## src/sv/bdeq_pkg.sv

```systemverilog
`default_nettype none

package bdeq_pkg;

   localparam int DATA_W        = 32;
   localparam int CNT_W         = 11;
   localparam int DEFAULT_DEPTH = 1024;
   localparam logic [CNT_W-1:0] CAP_RESET = CNT_W'(1024);
   localparam logic signed [DATA_W-1:0] EMPTY_VALUE = '1;

   // front-to-back queue, power of two deep
   localparam int QUEUE_DEPTH = 2;
   localparam int QPTR_W      = $clog2(QUEUE_DEPTH);
   localparam int QFILL_W     = $clog2(QUEUE_DEPTH + 1);

   typedef enum logic [1:0] {
      REQ_INS_FRONT = 2'd0,
      REQ_INS_REAR  = 2'd1,
      REQ_REM_FRONT = 2'd2,
      REQ_REM_REAR  = 2'd3
   } req_code_type;

   typedef enum logic [1:0] {
      S_IDLE,
      S_READ,
      S_RESP
   } back_state_type;

   typedef struct packed {
      logic                     insert;
      logic                     at_front;
      logic signed [DATA_W-1:0] value;
   } op_type;

   typedef struct packed {
      logic   valid;
      op_type op;
   } queue_status_type;

endpackage

`default_nettype wire

```

## src/sv/bdeq_req_if.sv

```systemverilog
`default_nettype none

interface bdeq_req_if import bdeq_pkg::*; ();
   logic                     valid;
   logic                     ready;
   logic [1:0]               req_type;
   logic signed [DATA_W-1:0] value;

   modport source (output valid, output req_type, output value, input ready);
   modport sink (input valid, input req_type, input value, output ready);
endinterface

`default_nettype wire

```

## src/sv/bdeq_front.sv

```systemverilog
`default_nettype none

module bdeq_front import bdeq_pkg::*; (
   input  wire logic       clock,
   input  wire logic       reset,
   bdeq_req_if.sink        req_chan,
   input  wire logic       op_pop,
   output queue_status_type op_q
);

   op_type              q_ff [QUEUE_DEPTH];
   logic [QPTR_W-1:0]   wr_ptr_ff, wr_ptr_in;
   logic [QPTR_W-1:0]   rd_ptr_ff, rd_ptr_in;
   logic [QFILL_W-1:0]  fill_ff, fill_in;
   logic                push;
   op_type              cls_op;
   req_code_type        code;

   assign req_chan.ready = (fill_ff != QFILL_W'(QUEUE_DEPTH));
   assign push           = req_chan.valid && req_chan.ready;
   assign op_q.valid     = (fill_ff != '0);
   assign op_q.op        = q_ff[rd_ptr_ff];

   // decode the request word
   always_comb begin
      code         = req_code_type'(req_chan.req_type);
      cls_op.value = req_chan.value;
      unique case (code)
         REQ_INS_FRONT: begin
            cls_op.insert   = 1'b1;
            cls_op.at_front = 1'b1;
         end
         REQ_INS_REAR: begin
            cls_op.insert   = 1'b1;
            cls_op.at_front = 1'b0;
         end
         REQ_REM_FRONT: begin
            cls_op.insert   = 1'b0;
            cls_op.at_front = 1'b1;
         end
         REQ_REM_REAR: begin
            cls_op.insert   = 1'b0;
            cls_op.at_front = 1'b0;
         end
      endcase
   end

   always_comb begin
      wr_ptr_in = push   ? wr_ptr_ff + QPTR_W'(1) : wr_ptr_ff;
      rd_ptr_in = op_pop ? rd_ptr_ff + QPTR_W'(1) : rd_ptr_ff;
      unique case ({push, op_pop})
         2'b10:   fill_in = fill_ff + QFILL_W'(1);
         2'b01:   fill_in = fill_ff - QFILL_W'(1);
         default: fill_in = fill_ff;
      endcase
   end

   always_ff @(posedge clock) begin
      if (reset) begin
         wr_ptr_ff <= '0;
         rd_ptr_ff <= '0;
         fill_ff   <= '0;
      end else begin
         wr_ptr_ff <= wr_ptr_in;
         rd_ptr_ff <= rd_ptr_in;
         fill_ff   <= fill_in;
      end
   end

   always_ff @(posedge clock) begin
      if (push) begin
         q_ff[wr_ptr_ff] <= cls_op;
      end
   end

endmodule

`default_nettype wire

```

## src/flat_wrapper.sv

```systemverilog
// flat-port wrapper written by rule: the top's interface ports become plain ports
module bdeq_front_flat import bdeq_pkg::*;
  (clock, reset, op_pop, op_q, req_chan_valid, req_chan_req_type, req_chan_value, req_chan_ready);
  bdeq_req_if req_chan_i ();
  input  wire logic clock;
  input  wire logic reset;
  input  wire logic op_pop;
  output queue_status_type op_q;
  input wire logic [$bits(req_chan_i.valid)-1:0] req_chan_valid;
  input wire logic [$bits(req_chan_i.req_type)-1:0] req_chan_req_type;
  input wire logic [$bits(req_chan_i.value)-1:0] req_chan_value;
  output wire logic [$bits(req_chan_i.ready)-1:0] req_chan_ready;
  assign req_chan_i.valid = req_chan_valid;
  assign req_chan_i.req_type = req_chan_req_type;
  assign req_chan_i.value = req_chan_value;
  assign req_chan_ready = req_chan_i.ready;
  bdeq_front u_core (.clock(clock), .reset(reset), .req_chan(req_chan_i), .op_pop(op_pop), .op_q(op_q));
endmodule
```

## config.mk

```make
export PLATFORM = sky130hd
export DESIGN_NAME = bdeq_front_flat
export DESIGN_NICKNAME = d
export VERILOG_FILES = /design/src/sv/bdeq_pkg.sv /design/src/sv/bdeq_req_if.sv /design/src/sv/bdeq_front.sv /design/src/flat_wrapper.sv
export SDC_FILE = /design/constraint.sdc
export NUM_CORES = 1
export LEC_CHECK = 0
export ABC_AREA = 1
export BUFFER_PORTS_ARGS = -buffer_cell sky130_fd_sc_hd__buf_2
export CAP_MARGIN = 20
export CORE_ASPECT_RATIO = 0.5
export CORE_UTILIZATION = 56
export DETAILED_ROUTE_END_ITERATION = 10
export PLACE_DENSITY = 0.92
export SLEW_MARGIN = 10
export SYNTH_ARGS = -nofsm -noshare
export SYNTH_HDL_FRONTEND = slang
export SYNTH_SLANG_ARGS = --single-unit
```

## constraint.sdc

```tcl
create_clock -name clock -period 6.8 [get_ports clock]
set_input_delay 0 -clock clock [delete_from_list [all_inputs] [get_ports clock]]
set_output_delay 0 -clock clock [all_outputs]
set_load 0.05 [all_outputs]
```

# Word-level counts from Yosys, hierarchy flattened
# Memories as Yosys holds them, arrays and structs flattened. A register that Yosys moved wholly into a read port is not among the register bits.
# Index checks and enable logic that the tools add are counted.
# totals
output_inout_bits,36
elab_cells,24
rom_bits,0
ram_bits,68
ff_bits,4
in_bits,38
latchBits,0
n_memories,1
# op_classes
n_div,0
eq_ne,6
shifts,0
mul,0
bitwise_logic,0
add_sub_neg,4
magnitude_cmp,0
muxes,6
n_reduce_logical,4
# mem_list
name,words,width,rd,rd_clocked_by_memory_dff,write_ports,line_no,text
u_core.q_ff,2,34,1,1,1,bdeq_front.sv:11,op_type q_ff [QUEUE_DEPTH];
# op_table
op,n
one-hot mux 2 bit (4 select lines),1
== test 2 bit (second input constant),3
== test 2 x 1 -> 1 bit (second input constant),2
2-to-1 mux 1 bit,4
one-hot mux 2 bit (2 select lines),1
nonzero test 2 bit,2
adder 1 bit (second input constant),2
adder 2 x 1 -> 2 bit (second input constant),1
logical NOT 2 bit,1
inequality test 2 bit (second input constant),1
subtractor 2 x 1 -> 2 bit (second input constant),1
logical AND 1 bit,1

# Depth between registers and ports, before layout
# Gate-level depths: netlist of run 1.
# logic_depth
word_depth,4
mapped_depth,9
depth_no_buf,9

# Worst setup path before layout of run 1
# Ideal clock, no wire load.
# synth_path
kind,register -> register
startpoint,reg u_core.fill_ff[0]
endpoint,"mem u_core.q_ff[0][0] in the netlist's numbering, enable pin"
t_arrival_ns,2.386
synth_period_minus_slack_ns,2.811
stages_incl_launch_ff,5
setup_ns,0.425
setup_slack_ns,3.989
n_path_buf,0
required_time_ns,6.375
path_cell_list,dfxtp_1 inv_1 nand2_1 nand2_2 nor2_1
# synth_via
elab_chain_len,4
# synth_lines
element,line_no,text
start: declaration,bdeq_front.sv:14,"logic [QFILL_W-1:0] fill_ff, fill_in;"
start signal: assignment,bdeq_front.sv:66,fill_ff <= fill_in;
inequality test 2 bit,bdeq_front.sv:19,assign req_chan.ready = (fill_ff != QFILL_W'(QUEUE_DEPTH));
net req_chan_ready,flat_wrapper.sv:12,output wire logic [$bits(req_chan_i.ready)-1:0] req_chan_ready;
logical AND 1 bit,bdeq_front.sv:20,assign push = req_chan.valid && req_chan.ready;
2-to-1 mux 1 bit,bdeq_front.sv:71,if (push) begin
2-to-1 mux 1 bit (implied by the code),bdeq_front.sv:72,q_ff[wr_ptr_ff] <= cls_op;
end: declaration,bdeq_front.sv:11,
# The timed path passes the listed nets, and every way through them passes these cells.

==> flow_summary.ini, run 1 <==
[cts]
clk_latency_ps = 360
clkTransAtPathRegs_ps = 70
cts_tree = yes
clock_path_buffers = 2
htree_levels = 3
cts_sinks = 73
cts.repair.resized = 0
numCtsBuffers = 9
cts_root_buf = clkbuf_8
hold_buffers = 38
post_cts_buffers = 0

[synth]
yosys.area.top_type = edfxtp_1
synth.cell_area_um2 = 2850
yosysMostFrequentCell = edfxtp_1
synth-edff-count = 68
synth_cells = 141
async_flop_share = 0
synth_area_leaders = edfxtp_1 (72%), mux2_4 (16%), dfxtp_1 (3.5%), buf_12 (2.1%), mux2_2 (1.6%)
syn-num-nets = 180
yosys.area.top_type_share = 0.717
seq_area_frac_synth = 0.752
ys_dominant_reg_cell = edfxtp_1
ys_seq_elements = 73
yosys_warnings = 0
synth.avg_cell_area_um2 = 20.2
synth_common_cells = edfxtp_1 (68), mux2_4 (30), nor2_1 (9)
synth_cell_type_count = 16

[grt]
grt_max_degree = 35
antenna_found_initial = 0
grt_use_total = 0.282
grt_pass1_wl_um = 9830
grt_overflow_total = 0
first_global_vias = 1847

[power_and_ir_drop]
pwr-share-clk = 0.355
combPwrFrac = 0.197
swShare = 0.279
seqPwrFrac = 0.448
p_int_mw = 0.895
p_per_area_nw_per_um2 = 320
power_switching_mw = 0.347
irDropWorstVdd_v = 0.000221
leakage_nw = 1.58

[timing]
max-slew-margin-rel = 0.242
rsz0062_at_grt = no
finalSetupViolCount = 0
tightest_slew_ps = 1140
hold_viol = 0
clock_skew_ps = 8.76
fin_hold_ws_ps = 369
maxSlewViolCount = 0
max_freq_mhz = 474
fin_crit_ps = 2110
fin_crit_sh = 0.310
tns_ps = 0

[drt]
drc = 0
ant_nets = 0
wl_um = 6860
vias = 1737
viasPerCell = 5.26
initialDrtViolationCount = 100
wl_per_cell_um = 20.8
dr.pass1.iters = 4

[layout]
fillers = 221
drive_above_1_share = 0.477
multi_input_area_um2 = 623
register_area_um2 = 2140
num-nets-final = 298
syn_to_final_growth_pct = 36.2
diodes = 0

[hold_path]
hold_path.class = primary input to flip-flop

[placed_design]
portBuffers = 73
finalWeightedCongestion = 0.806
dp_hpwl_um = 3290

[floorplan]
die_y_um = 52.4
coreArea_um2 = 4640
initial_core_util = 0.614
io-pin-count = 74
fp.dieW_um = 103
rows = 17
die-area_um2 = 5390

[flow_run]
max_cap_viol_count = 0

[setup_path]
worstPathMaxFanout = 34
crit_path_start_kind = flip-flop
end_kind = output pin
required_ps = 6800
worstPathArrival_ps = 2110
critPathKind = flip-flop to output pin

[outcome]
status = complete, no violations
## layout make-up
class | instances | share of cell area
tap | 66 | 0.0213
clock inverter | 7 | 0.0342
clock buffer | 9 | 0.0319
multi-input combinational | 57 | 0.161
timing repair buffer | 111 | 0.192
sequential | 73 | 0.553
inverter | 7 | 0.00678
## cell families (layout without fill, tap and decap cells)
family	Yosys count	count (layout)	synth area share
mux	34	34	0.174
buf+inv	11	134	0.0343
fa+ha+maj	1	1	0.00439
flops	73	73	0.752
compound gates	4	4	0.00703
xor+xnor	1	1	0.00308
simple gates	17	17	0.0250
## critical path, stage by stage (launching register included)
cell,delay [ps]
dfxtp_2,1090
mux2_2,440
buf_2,220
## cell usage in the layout, fill, tap and decap left out, drive strengths merged
master	Yosys	routed
ha	1	1
nand2	6	6
nand4	1	1
clkinv	0	3
edfxtp	68	68
dfxtp	5	5
a21oi	2	2
or2	1	1
nor2	9	9
xnor2	1	1
inv	7	7
buf	4	73
dlygate4sd3	0	38
o21ai	2	2
clkbuf	0	9
bufinv	0	4
mux2	34	34
## final timing paths
check                                         from                  to  cells past startpoint  slack, ps
worst min register to register   u_core.fill_ff[1]   u_core.fill_ff[1]                      2        530
worst max-delay path                     flip-flop            op_q[10]                      2       4690
worst min-delay path            req_chan_value[20]  u_core.q_ff[1][20]                      2        370
worst max register to register   u_core.fill_ff[0]   u_core.q_ff[1][1]                      4       4880
## layer usage
| metal | global-route usage | part of all wire |
|---|---|---|
| met4 | 0.164 | 0.032 |
| met3 | 0.121 | 0.087 |
| met2 | 0.498 | 0.52 |
| met1 | 0.284 | 0.36 |
| met5 | 0 | 0 |
## metrics by stage
stage	power, mW	utilization	std cells	setup slack, ps	area (µm²)
6_report	1.24	0.836	330	4690	3880
2_1_floorplan	0.737	-	141	3990	2850
3_3_place_gp	0.773	0.699	276	5060	3240
4_1_cts	1.23	0.836	330	4760	3880
3_5_place_dp	0.782	0.699	276	4950	3240
5_1_grt	1.27	0.836	330	4650	3880
## flip-flops by register name, indices dropped and copies added, names as in the netlist, named ones only
register	flops
u_core.rd_ptr_ff	1
u_core.fill_ff	2
u_core.q_ff	68
u_core.wr_ptr_ff	1
## power by group through the flow
stage | registers (mW) | clock network, mW | logic, mW
6_report | 0.556 | 0.441 | 0.245
5_1_grt | 0.558 | 0.460 | 0.254
3_5_place_dp | 0.563 | 0 | 0.219
2_1_floorplan | 0.549 | 0 | 0.188
3_3_place_gp | 0.559 | 0 | 0.214
4_1_cts | 0.554 | 0.434 | 0.240
Note: power is estimated with default switching activity, not from simulation.
==> run 2: changes to the inputs <==
Settings changed: CORE_UTILIZATION 56 to 47, PLACE_DENSITY 0.92 to 0.83.
Clock period 6.8 ns to 1.9 ns, I/O delays scaled along.
==> flow_summary.ini, run 2 (synthesis results as in run 1) <==
[layout]
largest_register = u_core.q_ff
final_cell_area_um2 = 4010
diodes = 0
largest_reg_flops = 68
top_regs = u_core.q_ff: 68 flops, u_core.fill_ff: 2 flops
final_common_cell = buf_2
final_cell_mix = buf_2 (73), edfxtp_1 (68), dlygate4sd3_1 (36)
num-nets-final = 299
syn_to_final_growth_pct = 40.7
drive_above_1_share = 0.491
fillers = 329

[placed_design]
portBuffers = 73
dp_hpwl_um = 3260
place_area_um2 = 3310
finalWeightedCongestion = 0.688

[timing]
hold_viol = 0
fin_crit_sh = 0.882
maxSlewViolCount = 0
max-slew-margin-rel = 0.823
finalSetupViolCount = 0
max_freq_mhz = 597
tightest_slew_ps = 266
fin_crit_ps = 1680
tns_ps = 0
clock_skew_ps = 4.17
rsz0062_at_grt = no

[setup_path]
critPathKind = flip-flop to output pin
crit_path_start_kind = flip-flop
worstPathMaxFanout = 28
cp_num_buf_inv = 2
slowest_stage = dfxtp_2
required_ps = 1900
end_kind = output pin
worstPathArrival_ps = 1680
crit_family = flip-flops
cpPeakStageDelay_ps = 480
cp_cell_sequence = buf_12 -> mux2_2 -> buf_2

[hold_path]
hold_path.class = primary input to flip-flop

[grt]
grt_max_degree = 35
antenna_found_initial = 0
grt_pass1_wl_um = 10000
grt_use_total = 0.223
grt_overflow_total = 0
first_global_vias = 1758

[power_and_ir_drop]
leakage_nw = 1.62
p_per_area_nw_per_um2 = 1190
irDropWorstVdd_v = 0.000749

[floorplan]
io-pin-count = 74
initial_core_util = 0.503
coreArea_um2 = 5660
die_y_um = 57.0
fp.dieW_um = 112
rows = 19
die-area_um2 = 6390

[cts]
htree_levels = 3
clkTransAtPathRegs_ps = 60
cts_sinks = 73
numCtsBuffers = 9
clk_latency_ps = 330
cts.repair.resized = 0
cts_tree = yes
post_cts_buffers = 0
cts_root_buf = clkbuf_16
clock_path_buffers = 2

[drt]
vias = 1693
drc = 2
wl_um = 6520
dr.pass1.iters = 7
wl_per_cell_um = 19.3
ant_nets = 0
initialDrtViolationCount = 139
viasPerCell = 5.01

[outcome]
failed_checks = design-rule violations
status = complete, but fails checks

[flow_run]
max_cap_viol_count = 0
==> run 2: changes by cell type in the layout (fill, tap and decap cells not counted) <==
cell	previous run	this run
clkinv_1	2	1
bufinv_16	4	3
clkbuf_8	9	0
clkbuf_1	0	1
dlygate4sd3_1	38	36
nand2_2	1	2
nand2_1	5	4
clkbuf_16	0	9
buf_12	0	3
clkinvlp_4	0	1
==> run 2: path summary, 6_finish.rpt <==
check | cells after the start | slack, ps | startpoint | to
max | 3 | 220 | flip-flop | op_q[6]
min | 3 | 30 | op_pop | flip-flop
max reg2reg | 9 | 420 | u_core.fill_ff[0] | u_core.fill_ff[1]
min reg2reg | 2 | 550 | u_core.fill_ff[1] | u_core.fill_ff[1]
==> run 2: worst reg2reg max path, stage by stage, from the launching register on <==
cell and delay (ps):
dfxtp_1 350, inv_1 100, nand2_2 100, nand2_2 110
ha_1 330, inv_1 100, nand2_1 70, nor2_1 120
nor2_1 60, nor2_1 90
==> run 2: per-layer routing <==
metal | routed length (µm) | share of wire | global-route usage | up-vias
li1 | - | - | - | 770
met1 | 2470 | 0.38 | 0.262 | 839
met2 | 3440 | 0.53 | 0.381 | 70
met3 | 461 | 0.071 | 0.0808 | 14
met4 | 147 | 0.023 | 0.0933 | 0
met5 | 0 | 0 | 0 | -
==> run 2: timing repair <==
action,CTS,global route
setup endpoints to repair,0,0
hold buffers,36,0
hold endpoints to repair,72,0
==> run 2: cell type report <==
type | instances | area [µm²] | area share
well taps | 73 | 91.3 | 0.0228
clock inverters | 6 | 106 | 0.0265
inverters | 7 | 26.3 | 0.00656
flip-flops and latches | 73 | 2140 | 0.535
clock buffers | 10 | 229 | 0.0571
repair buffers | 112 | 786 | 0.196
multi-input cells | 57 | 626 | 0.156
==> run 2: through the flow <==
| step | setup WS, ps | hold slack [ps] | std cells | power (mW) | util |
|---|---|---|---|---|---|
| final | 224 | 28.1 | 338 | 4.78 | 0.708 |
| after global routing | 167 | 29.3 | 338 | 4.93 | 0.708 |
| after CTS | 227 | 9.04 | 338 | 4.77 | 0.708 |
| after detailed placement | 471 | 192 | 286 | 2.83 | 0.585 |
| after global placement | 616 | 187 | 286 | 2.80 | 0.585 |
| after floorplan | 124 | 72.4 | 141 | 2.64 | - |
==> run 2: where the power goes <==
| part | internal, mW | leakage, nW | switching [mW] | total, mW |
|---|---|---|---|---|
| Sequential | 1.90 | 0.677 | 0.0553 | 1.96 |
| Combinational | 0.324 | 0.788 | 0.595 | 0.919 |
| Clock | 1.28 | 0.160 | 0.629 | 1.90 |
| Total | 3.50 | 1.62 | 1.28 | 4.78 |
==> run 3: changes to the inputs <==
Settings changed: RECOVER_POWER set to 25.
==> flow_summary.ini, run 3 (synthesis results as in run 1) <==
[layout]
largest_reg_flops = 68
multi_input_area_um2 = 626
utilization = 0.705
register_area_um2 = 2140
num-nets-final = 299
top_regs = u_core.q_ff: 68 flops, u_core.fill_ff: 2 flops
largest_register = u_core.q_ff
drive_above_1_share = 0.426
fillers = 343
diodes = 0
final_cell_mix = edfxtp_1 (68), buf_2 (56), dlygate4sd3_1 (36)
syn_to_final_growth_pct = 40.0
final_common_cell = edfxtp_1

[hold_path]
holdPathStages = 3
hold_path.class = primary input to flip-flop
worstHoldStart = op_pop

[cts]
clock_path_buffers = 2
clk_latency_ps = 330
post_cts_buffers = 0
htree_levels = 3
cts_tree = yes
cts_root_buf = clkbuf_16
clkTransAtPathRegs_ps = 50
cts.repair.resized = 0
numCtsBuffers = 9
cts_sinks = 73

[timing]
finalSetupViolCount = 0
tightest_slew_ps = 266
maxSlewViolCount = 0
hold_viol = 0
rsz0062_at_grt = no
fin_crit_sh = 0.883
fin_hold_ws_ps = 24.8
tns_ps = 0
fin_crit_ps = 1680
clock_skew_ps = 5.09
max_freq_mhz = 596
max-slew-margin-rel = 0.823

[setup_path]
rr_worst_depth = 9
critPathKind = flip-flop to output pin
reg2reg_from = u_core.fill_ff[0]
worstPathMaxFanout = 28
crit_path_start_kind = flip-flop
r2r_end = u_core.fill_ff[1]
reg2reg_slack_ps = 410
required_ps = 1900
worstPathArrival_ps = 1680
end_kind = output pin

[grt]
grt_pass1_wl_um = 10000
grt_max_degree = 35
antenna_found_initial = 0
first_global_vias = 1758
grt_overflow_total = 0
grt_use_total = 0.223

[flow_run]
max_cap_viol_count = 0

[power_and_ir_drop]
p_per_area_nw_per_um2 = 1200
leakage_nw = 1.58
irDropWorstVdd_v = 0.000750

[floorplan]
die_y_um = 57.0
initial_core_util = 0.503
rows = 19
die-area_um2 = 6390
coreArea_um2 = 5660
fp.dieW_um = 112
io-pin-count = 74

[placed_design]
dp_hpwl_um = 3260
portBuffers = 73
finalWeightedCongestion = 0.688

[drt]
initialDrtViolationCount = 137
wl_per_cell_um = 19.4
viasPerCell = 5.03
ant_nets = 0
drc = 2
vias = 1701
wl_um = 6550
dr.pass1.iters = 7

[outcome]
failed_checks = design-rule violations
status = complete, but fails checks
-- run 3: layout make-up --
class,instances,share of cell area
flip-flops and latches,73,0.538
repair buffers,112,0.192
multi-input cells,57,0.157
clock buffers,10,0.0574
clock inverters,6,0.0267
well taps,73,0.0229
inverters,7,0.00659
-- run 3: worst max-delay path by stage --
stage / to / slack, ps / cells after the start
finish: op_q[5] / 220 / 3
global route: op_q[6] / 170 / 3
CTS: op_q[11] / 230 / 3
detailed placement: u_core.fill_ff[1] / 470 / 9
global placement: op_q[6] / 620 / 3
floorplan: u_core.q_ff[0][0] / 120 / 4
-- run 3: repair_timing --
| action | CTS | global route |
|---|---|---|
| endpoints found under the hold margin | 72 | 0 |
| hold buffers | 36 | 0 |
| endpoints found under the setup margin | 0 | 0 |
-- run 3: routing by layer --
layer | up-vias | track usage | routed length [µm]
met5 | - | 0 | 0
met3 | 18 | 0.0808 | 390
met1 | 845 | 0.262 | 2630
met4 | 0 | 0.0933 | 166
li1 | 767 | - | -
met2 | 71 | 0.381 | 3370
-- run 3: report_power, final --
group / internal, mW / leakage, nW / switching, mW / total, mW
sequential: 1.90 / 0.677 / 0.0556 / 1.96
combinational: 0.319 / 0.741 / 0.596 / 0.916
clock: 1.28 / 0.160 / 0.635 / 1.91
total: 3.50 / 1.58 / 1.29 / 4.79
-- run 3: worst max-delay path: stages, from the launching register on --
cell,delay [ps]
dfxtp_2,480
buf_12,270
mux2_2,370
buf_2,210
-- run 3: through the flow --
step	instances	setup WS, ps	total power [mW]	cell area, µm²
2_1_floorplan	141	124	2.64	2870
3_3_place_gp	286	616	2.80	3310
3_5_place_dp	286	471	2.83	3310
4_1_cts	338	227	4.77	4010
5_1_grt	338	167	4.93	3990
6_report	338	222	4.79	3990
